**src/hw/rtl/spf_pkg.sv**
```systemverilog
`default_nettype none

package spf_pkg;

   localparam logic [7:0] CMD_RUMBLE = 8'h72;
   localparam logic [7:0] CMD_FORMAT = 8'h62;

   localparam logic [7:0] FMT_STANDARD = 8'd0;
   localparam logic [7:0] FMT_EXT8     = 8'd1;
   localparam logic [7:0] FMT_NIBBLE   = 8'd2;

   localparam logic MODE_PAD   = 1'b0;
   localparam logic MODE_MOUSE = 1'b1;

   localparam logic CSR_DEVICE_MODE   = 1'b0;
   localparam logic CSR_RUMBLE_ENABLE = 1'b1;

   localparam logic [7:0] TRIGGER_LIMIT = 8'd16;

   typedef struct packed {
      logic [15:0]        buttons;
      logic [15:0]        button_force_mask;
      logic [7:0]         extra_byte2;
      logic [7:0]         extra_byte3;
      logic [7:0]         extra_byte4;
      logic [7:0]         extra_byte5;
      logic [7:0]         extra_byte6;
      logic [7:0]         extra_byte7;
      logic signed [15:0] mouse_dx;
      logic signed [15:0] mouse_dy;
      logic [23:0]        received_bits;
   } spf_req_type;

   typedef struct packed {
      logic       valid;
      logic [3:0] left;
      logic [3:0] right;
   } spf_rumble_type;

endpackage

`default_nettype wire

```
**src/hw/rtl/spf_channels.sv**
```systemverilog
`default_nettype none

interface spf_req_if;
   logic               valid;
   logic               ready;
   logic [15:0]        buttons;
   logic [15:0]        button_force_mask;
   logic [7:0]         extra_byte2;
   logic [7:0]         extra_byte3;
   logic [7:0]         extra_byte4;
   logic [7:0]         extra_byte5;
   logic [7:0]         extra_byte6;
   logic [7:0]         extra_byte7;
   logic signed [15:0] mouse_dx;
   logic signed [15:0] mouse_dy;
   logic [23:0]        received_bits;

   modport source (
      output valid, buttons, button_force_mask, extra_byte2, extra_byte3, extra_byte4,
             extra_byte5, extra_byte6, extra_byte7, mouse_dx, mouse_dy, received_bits,
      input  ready
   );
   modport sink (
      input  valid, buttons, button_force_mask, extra_byte2, extra_byte3, extra_byte4,
             extra_byte5, extra_byte6, extra_byte7, mouse_dx, mouse_dy, received_bits,
      output ready
   );
endinterface

interface spf_rsp_if;
   logic        valid;
   logic        ready;
   logic [63:0] shift_word;
   logic        rumble_valid;
   logic [3:0]  rumble_left;
   logic [3:0]  rumble_right;

   modport source (
      output valid, shift_word, rumble_valid, rumble_left, rumble_right,
      input  ready
   );
   modport sink (
      input  valid, shift_word, rumble_valid, rumble_left, rumble_right,
      output ready
   );
endinterface

`default_nettype wire

```
**src/hw/rtl/spf_word_build.sv**
```systemverilog
`default_nettype none

module spf_word_build
   import spf_pkg::*;
(
   input  wire spf_req_type item,
   input  wire logic        device_mode,
   input  wire logic [7:0]  report_format,
   output logic [63:0]      shift_word
);

   // saturate to -128..127, then inverted sign-magnitude
   function automatic logic [7:0] axis_code(input logic signed [15:0] v);
      logic [7:0] mag;
      begin
         mag = 8'(-v);
         if (v > 16'sd127) begin
            axis_code = 8'h80;
         end else if (v < -16'sd128) begin
            axis_code = 8'h00;
         end else if (v < 16'sd0) begin
            axis_code = ~(mag | 8'h80);
         end else begin
            axis_code = ~v[7:0];
         end
      end
   endfunction

   logic [15:0] pad_bits;
   logic [15:0] std_bits;

   always_comb begin
      pad_bits = item.buttons | item.button_force_mask;
      std_bits = pad_bits;
      if (~item.extra_byte6 > TRIGGER_LIMIT) begin
         std_bits[13] = 1'b0;
      end
      if (~item.extra_byte7 > TRIGGER_LIMIT) begin
         std_bits[12] = 1'b0;
      end
   end

   always_comb begin
      shift_word = '0;
      if (device_mode == MODE_MOUSE) begin
         shift_word[7:0]   = 8'hFF;
         shift_word[15:8]  = item.buttons[15:8];
         shift_word[23:16] = axis_code(item.mouse_dx);
         shift_word[31:24] = axis_code(item.mouse_dy);
      end else begin
         unique case (report_format)
            FMT_EXT8: begin
               shift_word[7:0]   = pad_bits[7:0];
               shift_word[15:8]  = {pad_bits[15:12], 4'h9};
               shift_word[23:16] = item.extra_byte2;
               shift_word[31:24] = item.extra_byte3;
               shift_word[39:32] = item.extra_byte4;
               shift_word[47:40] = item.extra_byte5;
               shift_word[55:48] = item.extra_byte6;
               shift_word[63:56] = item.extra_byte7;
            end
            FMT_NIBBLE: begin
               shift_word[7:0]   = pad_bits[7:0];
               shift_word[15:8]  = {pad_bits[15:12], 4'h8};
               shift_word[23:16] = {item.extra_byte2[7:4], item.extra_byte3[7:4]};
               shift_word[31:24] = {item.extra_byte4[7:4], item.extra_byte5[7:4]};
               shift_word[39:32] = {item.extra_byte6[7:4], item.extra_byte7[7:4]};
            end
            default: begin
               // any unknown format falls back to standard
               shift_word[7:0]  = std_bits[7:0];
               shift_word[15:8] = std_bits[15:8] | 8'h0F;
            end
         endcase
      end
   end

endmodule

`default_nettype wire

```
**src/hw/rtl/spf_cmd_decode.sv**
```systemverilog
`default_nettype none

module spf_cmd_decode
   import spf_pkg::*;
(
   input  wire logic        clock,
   input  wire logic        reset,
   input  wire logic        advance,
   input  wire logic        rumble_enable,
   input  wire logic [23:0] received_bits,
   output logic [7:0]       report_format,
   output spf_rumble_type   rumble
);

   logic [7:0] report_format_ff;
   logic [7:0] report_format_in;
   logic [7:0] last_rumble_ff;
   logic [7:0] last_rumble_in;
   logic [7:0] shifted_cmd;
   logic [7:0] shifted_data;
   logic [7:0] cmd;
   logic [7:0] cmd_arg;
   logic       is_format;
   logic       is_rumble;

   always_comb begin
      // commands may arrive one bit late in the frame
      shifted_cmd  = {received_bits[22:16], received_bits[15]};
      shifted_data = {received_bits[14:8], received_bits[7]};
      if (shifted_cmd == CMD_RUMBLE || shifted_cmd == CMD_FORMAT) begin
         cmd     = shifted_cmd;
         cmd_arg = shifted_data;
      end else begin
         cmd     = received_bits[23:16];
         cmd_arg = received_bits[15:8];
      end
      is_format = (cmd == CMD_FORMAT);
      is_rumble = (cmd == CMD_RUMBLE);
   end

   always_comb begin
      rumble.valid = is_rumble && rumble_enable && (cmd_arg != last_rumble_ff);
      rumble.left  = rumble.valid ? cmd_arg[7:4] : 4'h0;
      rumble.right = rumble.valid ? cmd_arg[3:0] : 4'h0;
   end

   always_comb begin
      report_format_in = report_format_ff;
      last_rumble_in   = last_rumble_ff;
      if (advance && is_format) begin
         report_format_in = cmd_arg;
      end
      if (advance && is_rumble) begin
         last_rumble_in = cmd_arg;
      end
   end

   always_ff @(posedge clock) begin
      if (reset) begin
         report_format_ff <= FMT_STANDARD;
         last_rumble_ff   <= 8'h00;
      end else begin
         report_format_ff <= report_format_in;
         last_rumble_ff   <= last_rumble_in;
      end
   end

   assign report_format = report_format_ff;

   a_format_update: assert property (@(posedge clock) disable iff (reset)
      (advance && is_format) |=> report_format_ff == $past(cmd_arg))
      else $error("report format not taken from format command");

   a_state_hold: assert property (@(posedge clock) disable iff (reset)
      !advance |=> $stable(report_format_ff) && $stable(last_rumble_ff))
      else $error("command state changed without a transaction");

   a_rumble_track: assert property (@(posedge clock) disable iff (reset)
      (advance && rumble.valid) |=>
         last_rumble_ff == {$past(rumble.left), $past(rumble.right)})
      else $error("last rumble does not match reported rumble");

endmodule

`default_nettype wire

```
**src/hw/rtl/snes_pad_report_formatter_unit.sv**
```systemverilog
`default_nettype none

// SNES pad report formatter for one controller port. One request transaction per console
// latch; the response carries the 64-bit word to shift out next plus any rumble change.
// The word uses the report format in force before the received command of the same latch.
// The request is held in an input register, then one pass of word build and command
// decode fills the response register. One transaction is accepted every cycle while the
// response side keeps up; a stalled response holds the input register, and ready drops
// only when both registers are full and the response is not taken.
// device_mode and rumble_enable are written through the csr port; the user writes them only
// while no transaction is in flight, which the block itself does not enforce.
module snes_pad_report_formatter_unit
   import spf_pkg::*;
(
   input  wire logic  clock,
   input  wire logic  reset,
   spf_req_if.sink    req_chan,
   spf_rsp_if.source  rsp_chan,
   input  wire logic  csr_write_enable,
   input  wire logic  csr_index,
   input  wire logic  csr_write_data
);

   logic           device_mode_ff;
   logic           rumble_enable_ff;
   logic           stage_valid_ff;
   logic           stage_valid_in;
   spf_req_type    stage_item_ff;
   logic           rsp_valid_ff;
   logic           rsp_valid_in;
   logic [63:0]    shift_word_ff;
   spf_rumble_type rumble_ff;
   logic           rsp_free;
   logic           advance;
   logic           req_take;
   logic [7:0]     report_format;
   logic [63:0]    shift_word;
   spf_rumble_type rumble;

   always_ff @(posedge clock) begin
      if (reset) begin
         device_mode_ff   <= MODE_PAD;
         rumble_enable_ff <= 1'b0;
      end else if (csr_write_enable) begin
         unique case (csr_index)
            CSR_DEVICE_MODE:   device_mode_ff   <= csr_write_data;
            CSR_RUMBLE_ENABLE: rumble_enable_ff <= csr_write_data;
            default: ;
         endcase
      end
   end

   assign rsp_free       = !rsp_valid_ff || rsp_chan.ready;
   assign advance        = stage_valid_ff && rsp_free;
   assign req_chan.ready = !stage_valid_ff || rsp_free;
   assign req_take       = req_chan.valid && req_chan.ready;

   always_comb begin
      stage_valid_in = stage_valid_ff;
      if (req_take) begin
         stage_valid_in = 1'b1;
      end else if (advance) begin
         stage_valid_in = 1'b0;
      end
      rsp_valid_in = rsp_valid_ff;
      if (advance) begin
         rsp_valid_in = 1'b1;
      end else if (rsp_chan.ready) begin
         rsp_valid_in = 1'b0;
      end
   end

   always_ff @(posedge clock) begin
      if (reset) begin
         stage_valid_ff <= 1'b0;
         rsp_valid_ff   <= 1'b0;
      end else begin
         stage_valid_ff <= stage_valid_in;
         rsp_valid_ff   <= rsp_valid_in;
      end
   end

   always_ff @(posedge clock) begin
      if (req_take) begin
         stage_item_ff.buttons           <= req_chan.buttons;
         stage_item_ff.button_force_mask <= req_chan.button_force_mask;
         stage_item_ff.extra_byte2       <= req_chan.extra_byte2;
         stage_item_ff.extra_byte3       <= req_chan.extra_byte3;
         stage_item_ff.extra_byte4       <= req_chan.extra_byte4;
         stage_item_ff.extra_byte5       <= req_chan.extra_byte5;
         stage_item_ff.extra_byte6       <= req_chan.extra_byte6;
         stage_item_ff.extra_byte7       <= req_chan.extra_byte7;
         stage_item_ff.mouse_dx          <= req_chan.mouse_dx;
         stage_item_ff.mouse_dy          <= req_chan.mouse_dy;
         stage_item_ff.received_bits     <= req_chan.received_bits;
      end
      if (advance) begin
         shift_word_ff <= shift_word;
         rumble_ff     <= rumble;
      end
   end

   spf_word_build u_word_build (
      .item          (stage_item_ff),
      .device_mode   (device_mode_ff),
      .report_format (report_format),
      .shift_word    (shift_word)
   );

   spf_cmd_decode u_cmd_decode (
      .clock         (clock),
      .reset         (reset),
      .advance       (advance),
      .rumble_enable (rumble_enable_ff),
      .received_bits (stage_item_ff.received_bits),
      .report_format (report_format),
      .rumble        (rumble)
   );

   assign rsp_chan.valid        = rsp_valid_ff;
   assign rsp_chan.shift_word   = shift_word_ff;
   assign rsp_chan.rumble_valid = rumble_ff.valid;
   assign rsp_chan.rumble_left  = rumble_ff.left;
   assign rsp_chan.rumble_right = rumble_ff.right;

   a_reset_empty: assert property (@(posedge clock)
      reset |=> !stage_valid_ff && !rsp_valid_ff)
      else $error("pipeline not empty after reset");

   a_take_fills: assert property (@(posedge clock) disable iff (reset)
      req_take |=> stage_valid_ff)
      else $error("accepted transaction lost from input register");

   a_stall_holds: assert property (@(posedge clock) disable iff (reset)
      (stage_valid_ff && !rsp_free) |=> stage_valid_ff && rsp_valid_ff
         && $stable(stage_item_ff))
      else $error("input register changed while response stalled");

   a_advance_shows: assert property (@(posedge clock) disable iff (reset)
      advance |=> rsp_valid_ff)
      else $error("advanced transaction did not reach the response register");

endmodule

`default_nettype wire

```
**src/flat_wrapper.sv**
```systemverilog
// flat-port wrapper written by rule: the top's interface ports become plain ports
module snes_pad_report_formatter_unit_flat import spf_pkg::*;
  (clock, reset, csr_write_enable, csr_index, csr_write_data, req_chan_valid, req_chan_buttons, req_chan_button_force_mask, req_chan_extra_byte2, req_chan_extra_byte3, req_chan_extra_byte4, req_chan_extra_byte5, req_chan_extra_byte6, req_chan_extra_byte7, req_chan_mouse_dx, req_chan_mouse_dy, req_chan_received_bits, req_chan_ready, rsp_chan_valid, rsp_chan_shift_word, rsp_chan_rumble_valid, rsp_chan_rumble_left, rsp_chan_rumble_right, rsp_chan_ready);
  spf_req_if req_chan_i ();
  spf_rsp_if rsp_chan_i ();
  input  wire logic clock;
  input  wire logic reset;
  input  wire logic csr_write_enable;
  input  wire logic csr_index;
  input  wire logic csr_write_data;
  input wire logic [$bits(req_chan_i.valid)-1:0] req_chan_valid;
  input wire logic [$bits(req_chan_i.buttons)-1:0] req_chan_buttons;
  input wire logic [$bits(req_chan_i.button_force_mask)-1:0] req_chan_button_force_mask;
  input wire logic [$bits(req_chan_i.extra_byte2)-1:0] req_chan_extra_byte2;
  input wire logic [$bits(req_chan_i.extra_byte3)-1:0] req_chan_extra_byte3;
  input wire logic [$bits(req_chan_i.extra_byte4)-1:0] req_chan_extra_byte4;
  input wire logic [$bits(req_chan_i.extra_byte5)-1:0] req_chan_extra_byte5;
  input wire logic [$bits(req_chan_i.extra_byte6)-1:0] req_chan_extra_byte6;
  input wire logic [$bits(req_chan_i.extra_byte7)-1:0] req_chan_extra_byte7;
  input wire logic [$bits(req_chan_i.mouse_dx)-1:0] req_chan_mouse_dx;
  input wire logic [$bits(req_chan_i.mouse_dy)-1:0] req_chan_mouse_dy;
  input wire logic [$bits(req_chan_i.received_bits)-1:0] req_chan_received_bits;
  output wire logic [$bits(req_chan_i.ready)-1:0] req_chan_ready;
  output wire logic [$bits(rsp_chan_i.valid)-1:0] rsp_chan_valid;
  output wire logic [$bits(rsp_chan_i.shift_word)-1:0] rsp_chan_shift_word;
  output wire logic [$bits(rsp_chan_i.rumble_valid)-1:0] rsp_chan_rumble_valid;
  output wire logic [$bits(rsp_chan_i.rumble_left)-1:0] rsp_chan_rumble_left;
  output wire logic [$bits(rsp_chan_i.rumble_right)-1:0] rsp_chan_rumble_right;
  input wire logic [$bits(rsp_chan_i.ready)-1:0] rsp_chan_ready;
  assign req_chan_i.valid = req_chan_valid;
  assign req_chan_i.buttons = req_chan_buttons;
  assign req_chan_i.button_force_mask = req_chan_button_force_mask;
  assign req_chan_i.extra_byte2 = req_chan_extra_byte2;
  assign req_chan_i.extra_byte3 = req_chan_extra_byte3;
  assign req_chan_i.extra_byte4 = req_chan_extra_byte4;
  assign req_chan_i.extra_byte5 = req_chan_extra_byte5;
  assign req_chan_i.extra_byte6 = req_chan_extra_byte6;
  assign req_chan_i.extra_byte7 = req_chan_extra_byte7;
  assign req_chan_i.mouse_dx = req_chan_mouse_dx;
  assign req_chan_i.mouse_dy = req_chan_mouse_dy;
  assign req_chan_i.received_bits = req_chan_received_bits;
  assign req_chan_ready = req_chan_i.ready;
  assign rsp_chan_valid = rsp_chan_i.valid;
  assign rsp_chan_shift_word = rsp_chan_i.shift_word;
  assign rsp_chan_rumble_valid = rsp_chan_i.rumble_valid;
  assign rsp_chan_rumble_left = rsp_chan_i.rumble_left;
  assign rsp_chan_rumble_right = rsp_chan_i.rumble_right;
  assign rsp_chan_i.ready = rsp_chan_ready;
  snes_pad_report_formatter_unit u_core (.clock(clock), .reset(reset), .req_chan(req_chan_i), .rsp_chan(rsp_chan_i), .csr_write_enable(csr_write_enable), .csr_index(csr_index), .csr_write_data(csr_write_data));
endmodule
```
**config.mk**
```make
export PLATFORM = sky130hd
export DESIGN_NAME = snes_pad_report_formatter_unit_flat
export DESIGN_NICKNAME = d
export VERILOG_FILES = /design/src/hw/rtl/spf_pkg.sv /design/src/hw/rtl/spf_channels.sv /design/src/hw/rtl/spf_word_build.sv /design/src/hw/rtl/spf_cmd_decode.sv /design/src/hw/rtl/snes_pad_report_formatter_unit.sv /design/src/flat_wrapper.sv
export SDC_FILE = /design/constraint.sdc
export NUM_CORES = 1
export LEC_CHECK = 0
export ABC_AREA = 1
export BUFFER_PORTS_ARGS = -buffer_cell sky130_fd_sc_hd__buf_4
export CAP_MARGIN = 15
export CORE_ASPECT_RATIO = 1.5
export CORE_UTILIZATION = 40
export CTS_CLUSTER_DIAMETER = 40
export DETAILED_ROUTE_END_ITERATION = 10
export PLACE_DENSITY_LB_ADDON = 0.3
export SYNTH_ARGS = -nofsm -noshare
export SYNTH_HDL_FRONTEND = slang
export SYNTH_HIERARCHICAL = 1
export SYNTH_SLANG_ARGS = --single-unit
```
**constraint.sdc**
```tcl
create_clock -name clock -period 8.5 [get_ports clock]
set_input_delay 1.275 -clock clock [delete_from_list [all_inputs] [get_ports clock]]
set_output_delay 1.275 -clock clock [all_outputs]
set_load 0.01 [all_outputs]
```
==> results.sh, run 1 <==
export IMPL_post_drt_via_cell_ratio=4.74
export IMPL_grt_setup_unrepaired="no"
export IMPL_crit_path_max_fanout=3
export IMPL_critPathLaunchType="input port"
export IMPL_cts_sinks=218
export IMPL_post_route_drc_count=0
export IMPL_cts_clk_slew_worst_paths_ns=0.06
export IMPL_drt_pre_antenna_iters=4
export IMPL_finalCriticalPeriod_ns=3.08
export IMPL_cts_path_max_buffers=3
export IMPL_drv_cap=0
export IMPL_reg2reg_depth=4
export IMPL_antenna_found_initial=0
export IMPL_switchingPower_mw=0.531
export IMPL_diodes=0
export IMPL_avgSynthCellArea_um2=12.2
export IMPL_yosys_warnings=6
export IMPL_worst_endpoint_arrival_ns=1.80
export IMPL_fp_coreArea_um2=21100
export IMPL_finalMaxSlewViolations=0
export IMPL_cp_end_kind="primary output"
export IMPL_fin_nets=1073
export IMPL_gp_congestion=0.813
export IMPL_combPwrFrac_pct=6.1
export IMPL_min_delay_path_depth=2
export IMPL_gr_usage_all_layers_pct=17.0
export IMPL_worstMarginPinSlew_ns=1.02
export IMPL_status="completed"
export IMPL_dpl_hpwl_mm=13.0
export IMPL_cts_made_buffers=25
export IMPL_multi_input_area_um2=1880
export IMPL_fin_skew_ns=0.0101
export IMPL_io_buffers=206
export IMPL_grt_pass1_vias=5706
export IMPL_wl_mm=18.7
export IMPL_final_cell_mix="buf_4, edfxtp_1, nand2_1"
export IMPL_rows=65
export IMPL_ant_nets=0
export IMPL_slew_headroom_pct=32.2
export IMPL_swShare_pct=21.5
export IMPL_htree_num_levels=1
export IMPL_leakagePower_nw=4.72
export IMPL_dieArea_um2=22200
export IMPL_cp_required_ns=7.22
export IMPL_die_width_um=122
export IMPL_syn_inst=710
export IMPL_overflow=0
export IMPL_initial_core_util_pct=41.0
export IMPL_regArea_um2=6350
export IMPL_synthesis_nets=855
export IMPL_p_clk_share_pct=43.2
export IMPL_final_common_cell="buf_4"
export IMPL_cts_root_buf="clkbuf_16"
export IMPL_io_pins=218
export IMPL_ctsHoldBuffers=0
export IMPL_powerDensity_nw_per_um2=219
export IMPL_power_mw=2.47
export IMPL_post_cts_resized=0
export IMPL_cts_tree="done"
export IMPL_vias=5751
export IMPL_syn_to_final_growth_pct=30.2
export IMPL_fmaxAchievable_ghz=0.325
export IMPL_p_int_mw=1.93
export IMPL_grt_max_degree=75
export IMPL_drt_iter0_drc=325
export IMPL_hold_violations=0
export IMPL_timing_setup_tns_ns=0
export IMPL_seq_power_share_pct=50.6
export IMPL_vdd_drop_max_uv=169
export IMPL_syn_cell_area_um2=8630
export IMPL_crit_type="in2out"
export IMPL_grt_pass1_wl_mm=28.7
export IMPL_finalSetupViolCount=0
export IMPL_drive_gt1_share_pct=29.7
export IMPL_clock_latency_ns=0.51
export IMPL_n_fill_cell=1851
export IMPL_wl_per_cell_um=15.4
export IMPL_post_cts_setup_buffer_count=0
export IMPL_hp_class="reg2reg"
export IMPL_fin_crit_sh_pct=36.2
export IMPL_dieHeight_um=182
## metal layers
layer	wire length, um	track usage, %	part of all wire, %
met5	0	0	0
met1	6600	17.8	35
met2	10100	31.8	54
met3	1130	3.33	6.1
met4	782	8.00	4.2
## area by class of cell
| type | count | area share, % |
|---|---|---|
| repair buffers | 209 | 14.0 |
| well taps | 268 | 2.98 |
| inverters | 71 | 2.42 |
| multi-input cells | 403 | 16.7 |
| flip-flops and latches | 218 | 56.5 |
| clock inverters | 15 | 1.47 |
| clock buffers | 30 | 6.00 |
## flip-flops by register name, summed over array words and instances (netlist names), 4 cells and up
signal                              flops
u_core/rsp_chan.rumble_right            4
u_core/rsp_chan.rumble_left             4
u_core/rsp_chan.shift_word             64
u_core/u_cmd_decode/last_rumble_ff      8
u_core/stage_item_ff                  125
u_core/u_cmd_decode/report_format       8
## power by group through the flow
stage	Clock (mW)	Sequential (mW)	Combinational, mW
after floorplan	0	1.28	0.0613
after global placement	0	1.27	0.151
after detailed placement	0	1.27	0.154
after CTS	1.10	1.25	0.154
after global routing	1.13	1.25	0.168
final	1.07	1.25	0.151
## through the flow
stage          std cells  setup WS, ns  hold WS, ns  cell area (um^2)  utilization, %
6_report            1214          5.42        0.483             11200            53.4
3_5_place_dp        1169          5.02        0.476             10400            49.4
4_1_cts             1214          5.42        0.485             11200            53.4
5_1_grt             1214          5.38        0.504             11200            53.4
2_1_floorplan        710          2.35        0.433              8630               -
3_3_place_gp        1169          5.08        0.466             10400            49.4
## worst max-delay path, cell delays in order
cell and delay, ns:
buf_4 0.11, inv_1 0.14, nand3_2 0.12, buf_4 0.16
## path summary, 6_finish.rpt
| check | from | endpoint | slack (ns) |
|---|---|---|---|
| worst max-delay path | rsp_chan_ready | req_chan_ready | 5.42 |
| worst min-delay path | u_core/rumble_enable_ff | u_core/rumble_enable_ff | 0.48 |
| worst max register to register | u_core/rsp_chan.valid | u_core/stage_item_ff[10] | 6.11 |
| worst min register to register | u_core/rumble_enable_ff | u_core/rumble_enable_ff | 0.48 |
Power figures use the tool's default switching activity.
==> inputs of run 2 (changes only) <==
==> constraint.sdc (replaced) <==
create_clock -name clock -period 2.95 [get_ports clock]
set_input_delay 0.4425 -clock clock [delete_from_list [all_inputs] [get_ports clock]]
set_output_delay 0.4425 -clock clock [all_outputs]
set_load 0.01 [all_outputs]
==> run 2 against run 1 <==
  * Worst setup slack worse by 4.6 ns
  * Die area is the same
  * Design area is 0.30% higher
  * Critical path depth rose by 5
  * Clock power rose to 2.7 times the previous value
  * Final cell count is 0.33% higher
  * Core utilization grew 0.16 points
  * Combinational power grew to 3.0 times the previous value
  * Via count up 0.63%
  * Total power increased to 2.8 times the previous value
==> results.sh, run 2 (synthesized netlist as in run 1, its figures left out) <==
export IMPL_crit_buf_inv=2
export IMPL_grt_max_degree=64
export IMPL_fin_nets=1077
export IMPL_drv_cap=0
export IMPL_fp_coreArea_um2=21100
export IMPL_post_cts_setup_buffer_count=0
export IMPL_hp_class="in2reg"
export IMPL_wl_mm=19.1
export IMPL_r2r_setup_slack_ns=0.86
export IMPL_cts_made_buffers=25
export IMPL_finalCriticalPeriod_ns=2.09
export IMPL_gr_usage_all_layers_pct=17.4
export IMPL_swShare_pct=21.8
export IMPL_clock_latency_ns=0.51
export IMPL_critPathLaunchType="flip-flop"
export IMPL_highest_layer="met4"
export IMPL_grt_pass1_wl_mm=28.9
export IMPL_vias=5787
export IMPL_r2r_end="u_core/u_cmd_decode/report_format[7]"
export IMPL_worst_endpoint_arrival_ns=2.53
export IMPL_vdd_drop_max_uv=456
export IMPL_cts_path_max_buffers=3
export IMPL_cts_clk_slew_worst_paths_ns=0.06
export IMPL_p_clk_share_pct=41.6
export IMPL_syn_to_final_growth_pct=30.6
export IMPL_combPwrFrac_pct=6.6
export IMPL_slowest_stage="o21ai_1"
export IMPL_crit_path_max_fanout=16
export IMPL_timing_setup_tns_ns=0
export IMPL_n_fill_cell=1817
export IMPL_post_cts_resized=0
export IMPL_reg2reg_depth=9
export IMPL_place_inst=1173
export IMPL_powerDensity_nw_per_um2=616
export IMPL_ant_nets=0
export IMPL_cp_cell_sequence="inv_1 -> nand2_1 -> nor2_1 -> nand2_1 -> o21ai_1 -> inv_2 -> nor2_4 -> o21ai_0 -> a21oi_1"
export IMPL_hold_violations=0
export IMPL_dieArea_um2=22200
export IMPL_path_delay_family="simple AND/OR/NAND/NOR gates"
export IMPL_drive_gt1_share_pct=30.0
export IMPL_dieHeight_um=182
export IMPL_post_drt_via_cell_ratio=4.75
export IMPL_final_cells=1218
export IMPL_initial_core_util_pct=41.0
export IMPL_worst_hold_path_endpoint="u_core/stage_item_ff[32]"
export IMPL_antenna_found_initial=0
export IMPL_cts_sinks=218
export IMPL_leakagePower_nw=4.71
export IMPL_htree_num_levels=1
export IMPL_cts_tree="done"
export IMPL_dpl_hpwl_mm=13.5
export IMPL_finalMaxSlewViolations=0
export IMPL_min_delay_path_depth=1
export IMPL_r2r_start="u_core/stage_item_ff[18]"
export IMPL_switchingPower_mw=1.51
export IMPL_worstMarginPinSlew_ns=0.619
export IMPL_rows=65
export IMPL_final_common_cell="buf_4"
export IMPL_cp_required_ns=3.38
export IMPL_seq_power_share_pct=51.8
export IMPL_drt_iter0_drc=259
export IMPL_io_buffers=206
export IMPL_wl_met1_mm=6.76
export IMPL_die_width_um=122
export IMPL_fin_crit_sh_pct=71.0
export IMPL_largest_reg_flops=125
export IMPL_slowest_delay_ns=0.39
export IMPL_wl_per_cell_um=15.7
export IMPL_ctsHoldBuffers=0
export IMPL_power_mw=6.94
export IMPL_cp_end_kind="flip-flop"
export IMPL_drt_pre_antenna_iters=4
export IMPL_cp_common_cell="nand2_1"
export IMPL_final_cell_mix="buf_4, edfxtp_1, nand2_1"
export IMPL_min_from="req_chan_mouse_dy[8]"
export IMPL_gp_congestion=0.851
export IMPL_finalSetupViolCount=0
export IMPL_whs_ns=0.103
export IMPL_wl_met3_mm=1.15
export IMPL_grt_pass1_vias=5626
export IMPL_crit_type="reg2reg"
export IMPL_fmaxAchievable_ghz=0.478
export IMPL_top_register="u_core/stage_item_ff"
export IMPL_fin_skew_ns=0.0128
export IMPL_cts_root_buf="clkbuf_16"
export IMPL_diodes=0
export IMPL_post_route_drc_count=0
export IMPL_grt_setup_unrepaired="no"
export IMPL_overflow=0
export IMPL_io_pins=218
export IMPL_p_int_mw=5.43
export IMPL_slew_headroom_pct=58.7
export IMPL_status="completed"
export IMPL_path_depth=9
export IMPL_met2_length_mm=10.4
==> run 2: area by class of cell <==
class	instances	area, um^2	area share, %
flip-flops and latches	218	6350	56.3
repair buffers	213	1650	14.6
multi-input cells	403	1890	16.7
clock buffers	30	644	5.72
clock inverters	15	134	1.19
inverters	71	277	2.45
well taps	268	335	2.97
==> run 2: worst reg2reg max path, delay by kind of cell, from the launching register on <==
kind	cells	cell delay [ns]
simple gates	4	0.74
buf+inv	2	0.23
compound gates	3	0.69
flops	1	0.36
==> run 2: worst max path at each step <==
stage	startpoint	endpoint	slack, ns
CTS	u_core/stage_item_ff[18]	u_core/u_cmd_decode/report_format[7]	0.86
global placement	u_core/stage_item_ff[18]	u_core/rsp_chan.rumble_right[2]	0.92
global route	u_core/stage_item_ff[18]	u_core/u_cmd_decode/report_format[7]	0.53
finish	u_core/stage_item_ff[18]	u_core/u_cmd_decode/report_format[7]	0.86
detailed placement	u_core/stage_item_ff[18]	u_core/u_cmd_decode/report_format[7]	0.86
floorplan	rsp_chan_ready	u_core/stage_item_ff[100]	-0.02
==> run 2: power groups by stage <==
stage | combinational [mW] | clock [mW] | sequential [mW]
2_1_floorplan | 0.179 | 0 | 3.67
3_3_place_gp | 0.457 | 0 | 3.65
3_5_place_dp | 0.464 | 0 | 3.66
4_1_cts | 0.466 | 2.97 | 3.59
5_1_grt | 0.506 | 3.09 | 3.61
6_report | 0.460 | 2.89 | 3.59
==> run 2: per-layer routing <==
metal	track usage [%]	up-vias
met4	8.84	0
met3	3.61	44
met1	18.3	2690
met5	0	-
li1	-	2860
met2	32.0	193
==> run 2: through the flow <==
| step | utilization (%) | setup WS, ns | area, um^2 |
|---|---|---|---|
| global placement | 49.8 | 0.920 | 10500 |
| global route | 53.5 | 0.527 | 11300 |
| detailed placement | 49.8 | 0.855 | 10500 |
| CTS | 53.5 | 0.860 | 11300 |
| finish | 53.5 | 0.856 | 11300 |
| floorplan | - | -0.0243 | 8660 |
